===== config.mk =====
export PLATFORM = sky130hd
export DESIGN_NAME = mdars_cell
export DESIGN_NICKNAME = d
export VERILOG_FILES = /design/src/design/mdars_pkg.sv /design/src/design/mdars_cell.sv
export SDC_FILE = /design/constraint.sdc
export NUM_CORES = 1
export LEC_CHECK = 0
export ABC_AREA = 0
export BUFFER_PORTS_ARGS = -buffer_cell sky130_fd_sc_hd__buf_4
export CAP_MARGIN = 20
export CORE_ASPECT_RATIO = 0.75
export CORE_UTILIZATION = 55
export CTS_CLUSTER_DIAMETER = 200
export DETAILED_ROUTE_END_ITERATION = 10
export PLACE_DENSITY_LB_ADDON = 0.08
export SLEW_MARGIN = 20
export SYNTH_ARGS = -nofsm -noshare
export SYNTH_HDL_FRONTEND = slang
export SYNTH_SLANG_ARGS = --single-unit

===== constraint.sdc =====
create_clock -name clk -period 15.4 [get_ports clk]
set_input_delay 1.54 -clock clk [delete_from_list [all_inputs] [get_ports clk]]
set_output_delay 1.54 -clock clk [all_outputs]
set_load 0.005 [all_outputs]

===== src/design/mdars_pkg.sv =====
// Shared types and constants for the multi-device ack/retry sequencer.
`default_nettype none
package mdars_pkg;

  localparam int MAX_DEVICES = 8;
  localparam int IDX_W = $clog2(MAX_DEVICES);
  localparam int CNT_W = $clog2(MAX_DEVICES + 1);

  localparam logic [1:0] CMD_START = 2'd0;
  localparam logic [1:0] CMD_ADD   = 2'd1;
  localparam logic [1:0] CMD_TICK  = 2'd2;
  localparam logic [1:0] CMD_ACK   = 2'd3;

  localparam logic [1:0] REG_RETRY   = 2'd0;
  localparam logic [1:0] REG_TIMEOUT = 2'd1;
  localparam logic [1:0] REG_MAX_ATT = 2'd2;

  localparam logic [2:0] KIND_NONE = 3'd0;
  localparam logic [2:0] KIND_RTT  = 3'd1;
  localparam logic [2:0] KIND_FIN  = 3'd2;
  localparam logic [2:0] KIND_FAIL = 3'd3;
  localparam logic [2:0] KIND_OK   = 3'd4;

  // x/1000 = ((x >> 3) * DIV_MUL) >> DIV_SHIFT for any 32-bit x
  localparam int          DIV_SHIFT = 36;
  localparam logic [29:0] DIV_MUL   = 30'd549755814;

  typedef enum logic [2:0] {
    ST_PEND_RTT = 3'd0,
    ST_WAIT_RTT = 3'd1,
    ST_PEND_FIN = 3'd2,
    ST_WAIT_FIN = 3'd3,
    ST_SUCCESS  = 3'd4,
    ST_FAILED   = 3'd5
  } status_t;

  typedef enum logic [1:0] {
    OP_IDLE = 2'd0,
    OP_TICK = 2'd1,
    OP_ACK  = 2'd2,
    OP_EMIT = 2'd3
  } cell_op_t;

  typedef struct packed {
    cell_op_t    op;
    logic        stall;
    logic [31:0] now_ms;
    logic [31:0] now_us;
    logic [7:0]  ack_id;
    logic [31:0] ack_orig;
    logic [31:0] ack_rxp;
    logic [15:0] retry;
    logic [15:0] timeout;
    logic [3:0]  max_att;
    logic [7:0]  ld_id;
    logic [31:0] ld_delay;
    logic [31:0] ld_play;
  } cell_ctrl_t;

  typedef struct packed {
    logic visit;
    logic found;
  } chain_t;

  typedef struct packed {
    logic        valid;
    logic [2:0]  kind;
    logic [7:0]  id;
    logic [31:0] delay;
    logic [31:0] play;
    logic [31:0] rtt;
    logic [31:0] rxp;
  } cell_res_t;

endpackage
`default_nettype wire


===== src/design/mdars_cell.sv =====
// One device entry: holds its handshake state and acts when the token visits.
`default_nettype none
module mdars_cell import mdars_pkg::*; (
  input  wire logic       clk,
  input  wire logic       rst_n,
  input  wire cell_ctrl_t ctrl,
  input  wire logic       active,
  input  wire logic       load,
  input  wire chain_t     chain_in,
  output chain_t          chain_out,
  output cell_res_t       res,
  output logic            emit,
  output logic            done
);

  logic [7:0]  id_r, id_nxt;
  status_t     status_r, status_nxt;
  logic [3:0]  att_r, att_nxt;
  logic [31:0] last_send_r, last_send_nxt;
  logic [31:0] deadline_r, deadline_nxt;
  logic [31:0] last_tx_r, last_tx_nxt;
  logic [31:0] rtt_r, rtt_nxt;
  logic [31:0] rxp_r, rxp_nxt;
  logic [31:0] delay_r, delay_nxt;
  logic [31:0] play_r, play_nxt;
  logic        emit_r, emit_nxt;
  logic [2:0]  emit_kind_r, emit_kind_nxt;
  chain_t      chain_r, chain_nxt;

  logic        is_done, due, timed_out, matched;
  logic [3:0]  att2;
  status_t     st2;

  assign is_done = (status_r == ST_SUCCESS) || (status_r == ST_FAILED);
  assign due = (att_r == 4'd0) ||
               ((ctrl.now_ms - last_send_r) >= {16'd0, ctrl.retry});
  assign timed_out = ((status_r == ST_WAIT_RTT) || (status_r == ST_WAIT_FIN)) &&
                     (ctrl.now_ms >= deadline_r);
  assign att2 = (timed_out && att_r != 4'hF) ? att_r + 4'd1 : att_r;
  assign st2 = !timed_out ? status_r :
               (status_r == ST_WAIT_RTT) ? ST_PEND_RTT : ST_PEND_FIN;
  assign matched = (id_r == ctrl.ack_id) && (last_tx_r == ctrl.ack_orig) &&
                   ((status_r == ST_WAIT_RTT) || (status_r == ST_WAIT_FIN));

  always_comb begin
    id_nxt        = id_r;
    status_nxt    = status_r;
    att_nxt       = att_r;
    last_send_nxt = last_send_r;
    deadline_nxt  = deadline_r;
    last_tx_nxt   = last_tx_r;
    rtt_nxt       = rtt_r;
    rxp_nxt       = rxp_r;
    delay_nxt     = delay_r;
    play_nxt      = play_r;
    emit_nxt      = emit_r;
    emit_kind_nxt = emit_kind_r;
    chain_nxt     = chain_in;
    res           = '0;
    if (load) begin
      id_nxt        = ctrl.ld_id;
      status_nxt    = ST_PEND_RTT;
      att_nxt       = 4'd0;
      last_send_nxt = '0;
      deadline_nxt  = '0;
      last_tx_nxt   = '0;
      rtt_nxt       = '0;
      rxp_nxt       = '0;
      delay_nxt     = ctrl.ld_delay;
      play_nxt      = ctrl.ld_play;
      emit_nxt      = 1'b0;
    end else if (chain_in.visit && active) begin
      case (ctrl.op)
        OP_TICK: begin
          emit_nxt = 1'b0;
          if (!is_done) begin
            att_nxt    = att2;
            status_nxt = st2;
            if (att2 >= ctrl.max_att) begin
              status_nxt    = ST_FAILED;
              emit_nxt      = 1'b1;
              emit_kind_nxt = KIND_FAIL;
            end else if (due && (st2 == ST_PEND_RTT || st2 == ST_PEND_FIN)) begin
              last_send_nxt = ctrl.now_ms;
              deadline_nxt  = ctrl.now_ms + {16'd0, ctrl.timeout};
              last_tx_nxt   = ctrl.now_us;
              status_nxt    = (st2 == ST_PEND_RTT) ? ST_WAIT_RTT : ST_WAIT_FIN;
              emit_nxt      = 1'b1;
              emit_kind_nxt = (st2 == ST_PEND_RTT) ? KIND_RTT : KIND_FIN;
            end
          end
        end
        OP_ACK: begin
          if (!chain_in.found && matched) begin
            chain_nxt.found = 1'b1;
            if (status_r == ST_WAIT_RTT) begin
              rtt_nxt    = ctrl.now_us - ctrl.ack_orig;
              rxp_nxt    = ctrl.ack_rxp;
              status_nxt = ST_PEND_FIN;
              att_nxt    = 4'd0;
            end else begin
              status_nxt = ST_SUCCESS;
              res.valid  = 1'b1;
              res.kind   = KIND_OK;
              res.id     = id_r;
              res.delay  = delay_r;
              res.play   = play_r;
              res.rtt    = rtt_r;
              res.rxp    = rxp_r;
            end
          end
        end
        OP_EMIT: begin
          if (emit_r) begin
            res.valid = 1'b1;
            res.kind  = emit_kind_r;
            res.id    = id_r;
            if (emit_kind_r != KIND_FAIL) begin
              res.delay = delay_r;
              res.play  = play_r;
              res.rtt   = rtt_r;
              res.rxp   = rxp_r;
            end
          end
        end
        default: ;
      endcase
    end
  end

  always_ff @(posedge clk) begin
    if (!ctrl.stall) begin
      id_r        <= id_nxt;
      status_r    <= status_nxt;
      att_r       <= att_nxt;
      last_send_r <= last_send_nxt;
      deadline_r  <= deadline_nxt;
      last_tx_r   <= last_tx_nxt;
      rtt_r       <= rtt_nxt;
      rxp_r       <= rxp_nxt;
      delay_r     <= delay_nxt;
      play_r      <= play_nxt;
      emit_kind_r <= emit_kind_nxt;
    end
  end

  always_ff @(posedge clk) begin
    if (!rst_n) begin
      emit_r  <= 1'b0;
      chain_r <= '0;
    end else if (!ctrl.stall) begin
      emit_r  <= emit_nxt;
      chain_r <= chain_nxt;
    end
  end

  assign chain_out = chain_r;
  assign emit      = emit_r & active;
  assign done      = is_done;

endmodule
`default_nettype wire

==> flow_summary.yaml <==
global_route:
  grt_max_degree: 91
  grt_pass1_wl_um: 69900
  grt_pass1_vias: 12700
  antenna_found_initial: 2
  grt_util_all_layers: 0.305
  gr-total-overflow: 0
synth:
  yosysWarningCount: 0
  mappedNetlistArea_um2: 16000
  syn_avg_cell_area_um2: 10.1
  seq_area_frac_synth: 0.455
  synth-seq-cells: 244
  yosysUniqueCellTypes: 77
  synth_top_flop_cell: "edfxtp_1"
  synth-edff-count: 241
  syn_inst: 1587
  synthArstFlopShare: 0
  syn_nets: 1975
cts:
  cts_setup_buffers: 0
  cts_resized: 0
  cts_hold_buf: 0
  cts_buffers: 26
  clockRootBuffer: "clkbuf_16"
  cts.clk_slew.worst_paths_ns: 0.07
  tritoncts: "yes"
  clk_latency_ns: 0.56
  cts.sinks: 244
  clockBufferDepth: 3
  h-tree-depth: 1
timing:
  clock_skew_ns: 0.0254
  setup_viol_count_final: 0
  worstMarginPinSlew_ns: 1.03
  rsz0062_at_grt: "no"
  hold_slack_ns: 0.503
  fmax_mhz: 157
  min_period_ns: 6.37
  relSlewSlack: 0.310
  hold_violations: 0
  finalCritPeriodShare: 0.413
  slew_violations: 0
  fin_tns_setup_ns: 0
floorplanning:
  start_util: 0.567
  die_h_um: 150
  die_area_um2: 29900
  num_rows: 53
  core-area_um2: 28300
  ioPinCount: 397
  fp.dieW_um: 199
worst_setup_path:
  cp-start-kind: "primary input"
  crit_fanout: 80
  worstPathRequired_ns: 13.86
  critical_path_class: "primary input to primary output"
  cp.arrival_ns: 4.83
  cp-end-kind: "primary output"
outcome:
  outcome: "finished clean"
detailed_routing:
  first_pass_iters: 6
  ant_nets: 0
  routed_wl_um: 46500
  drtIter0Drc: 968
  vias: 13355
  wl_per_cell_um: 19.5
  drc: 0
  vias_per_cell: 5.61
final_layout:
  final_common_cell: "buf_4"
  nNetsFinal: 2363
  drive_gt1_frac: 0.236
  area_growth_pct: 26.4
  layout_common_cells: "buf_4, edfxtp_1, and2_1, inv_1, ha_1"
  fill_cells: 2137
power:
  power_density_nw_per_um2: 89.5
  leakagePower_uw: 0.00887
  ir_drop_uv: 75.7
place:
  hpwl_um: 35900
  gp_congestion: 0.967
  io_buffers: 396
job:
  cap_violations: 0
worst_hold_path:
  hold_class: "flop to flop"
==> power by group <==
group | leakage [uW] | internal (uW) | total, uW | switching, uW
clock network | 0.000413 | 353 | 631 | 279
logic | 0.00618 | 168 | 384 | 216
registers | 0.00227 | 785 | 800 | 15.1
total | 0.00887 | 1310 | 1820 | 510
==> Yosys cell counts, types with 14 or more instances <==
master	number	area [um2]
edfxtp_1	241	7240
and2_1	153	957
inv_1	143	537
ha_1	132	1650
nor2_1	127	477
nor2b_1	105	657
a21oi_1	73	365
nand2_1	68	255
xnor2_1	65	569
o21ai_0	60	300
clkbuf_1	39	146
a21o_1	38	285
nor3_1	35	175
xor2_1	35	307
nand4_1	25	156
nand3_1	21	105
o21a_1	21	158
nand2b_1	15	93.8
a211oi_1	14	105
==> final cells by class <==
cell class              instances  area (um2)  area share
well taps                     385         482      0.0238
inverters                     144         541      0.0267
clock buffers                  28         679      0.0335
clock inverters                20         155     0.00765
repair buffers                404        3030       0.150
flip-flops and latches        244        7300       0.360
diodes                          2        5.00    0.000247
multi-input cells            1155        8090       0.399
==> flip-flops by register name, indices dropped and copies added (netlist names) <==
signal	cells
emit_r	1
play_r	32
rtt_r	32
last_send_r	32
att_r	4
last_tx_r	32
status_r	3
rxp_r	32
id_r	8
emit_kind_r	2
chain_out	2
delay_r	32
deadline_r	32
==> critical path: stages <==
cell	delay, ns
buf_4	0.12
xnor2_1	0.35
nand4_1	0.16
nor4_1	0.31
nand4_1	0.22
nor2_1	0.20
nand2_1	0.16
a21oi_4	0.81
buf_4	0.58
and2_1	0.22
buf_4	0.11
==> final timing paths <==
check                           slack, ns  depth (start not counted)            from              to
worst max-delay path                 9.03                         11       ctrl[140]         res[62]
worst min-delay path                 0.50                          2          emit_r          emit_r
worst max register to register       9.84                         19  last_send_r[6]  deadline_r[11]
worst min register to register       0.50                          2          emit_r          emit_r
==> cell families after synthesis <==
kind of cell	share of synthesized area
muxes	0.00655
and+or+nand+nor	0.205
buffers and inverters	0.0441
AOI/OAI and AO/OA	0.129
adders and majority gates	0.107
xor gates and xnor gates	0.0546
DFF	0.455
==> stage by stage <==
step           setup slack [ns]  cells  utilization  instance area (um2)  total power, uW
6_report                   9.03   2382        0.716                20300             1820
5_1_grt                    8.71   2381        0.716                20300             1890
4_1_cts                    8.99   2380        0.716                20300             1820
3_5_place_dp               8.62   2332        0.687                19400             1190
3_3_place_gp               8.63   2332        0.687                19400             1180
2_1_floorplan              2.00   1587            -                16000             1050
==> routing by layer <==
metal,vias up,part of all wire,GRT usage
met1,6288,0.43,0.411
met5,-,0,0
met4,0,0.034,0.109
met3,85,0.085,0.0647
met2,542,0.46,0.485
li1,6440,-,-
(Power assumes the default switching activity.)
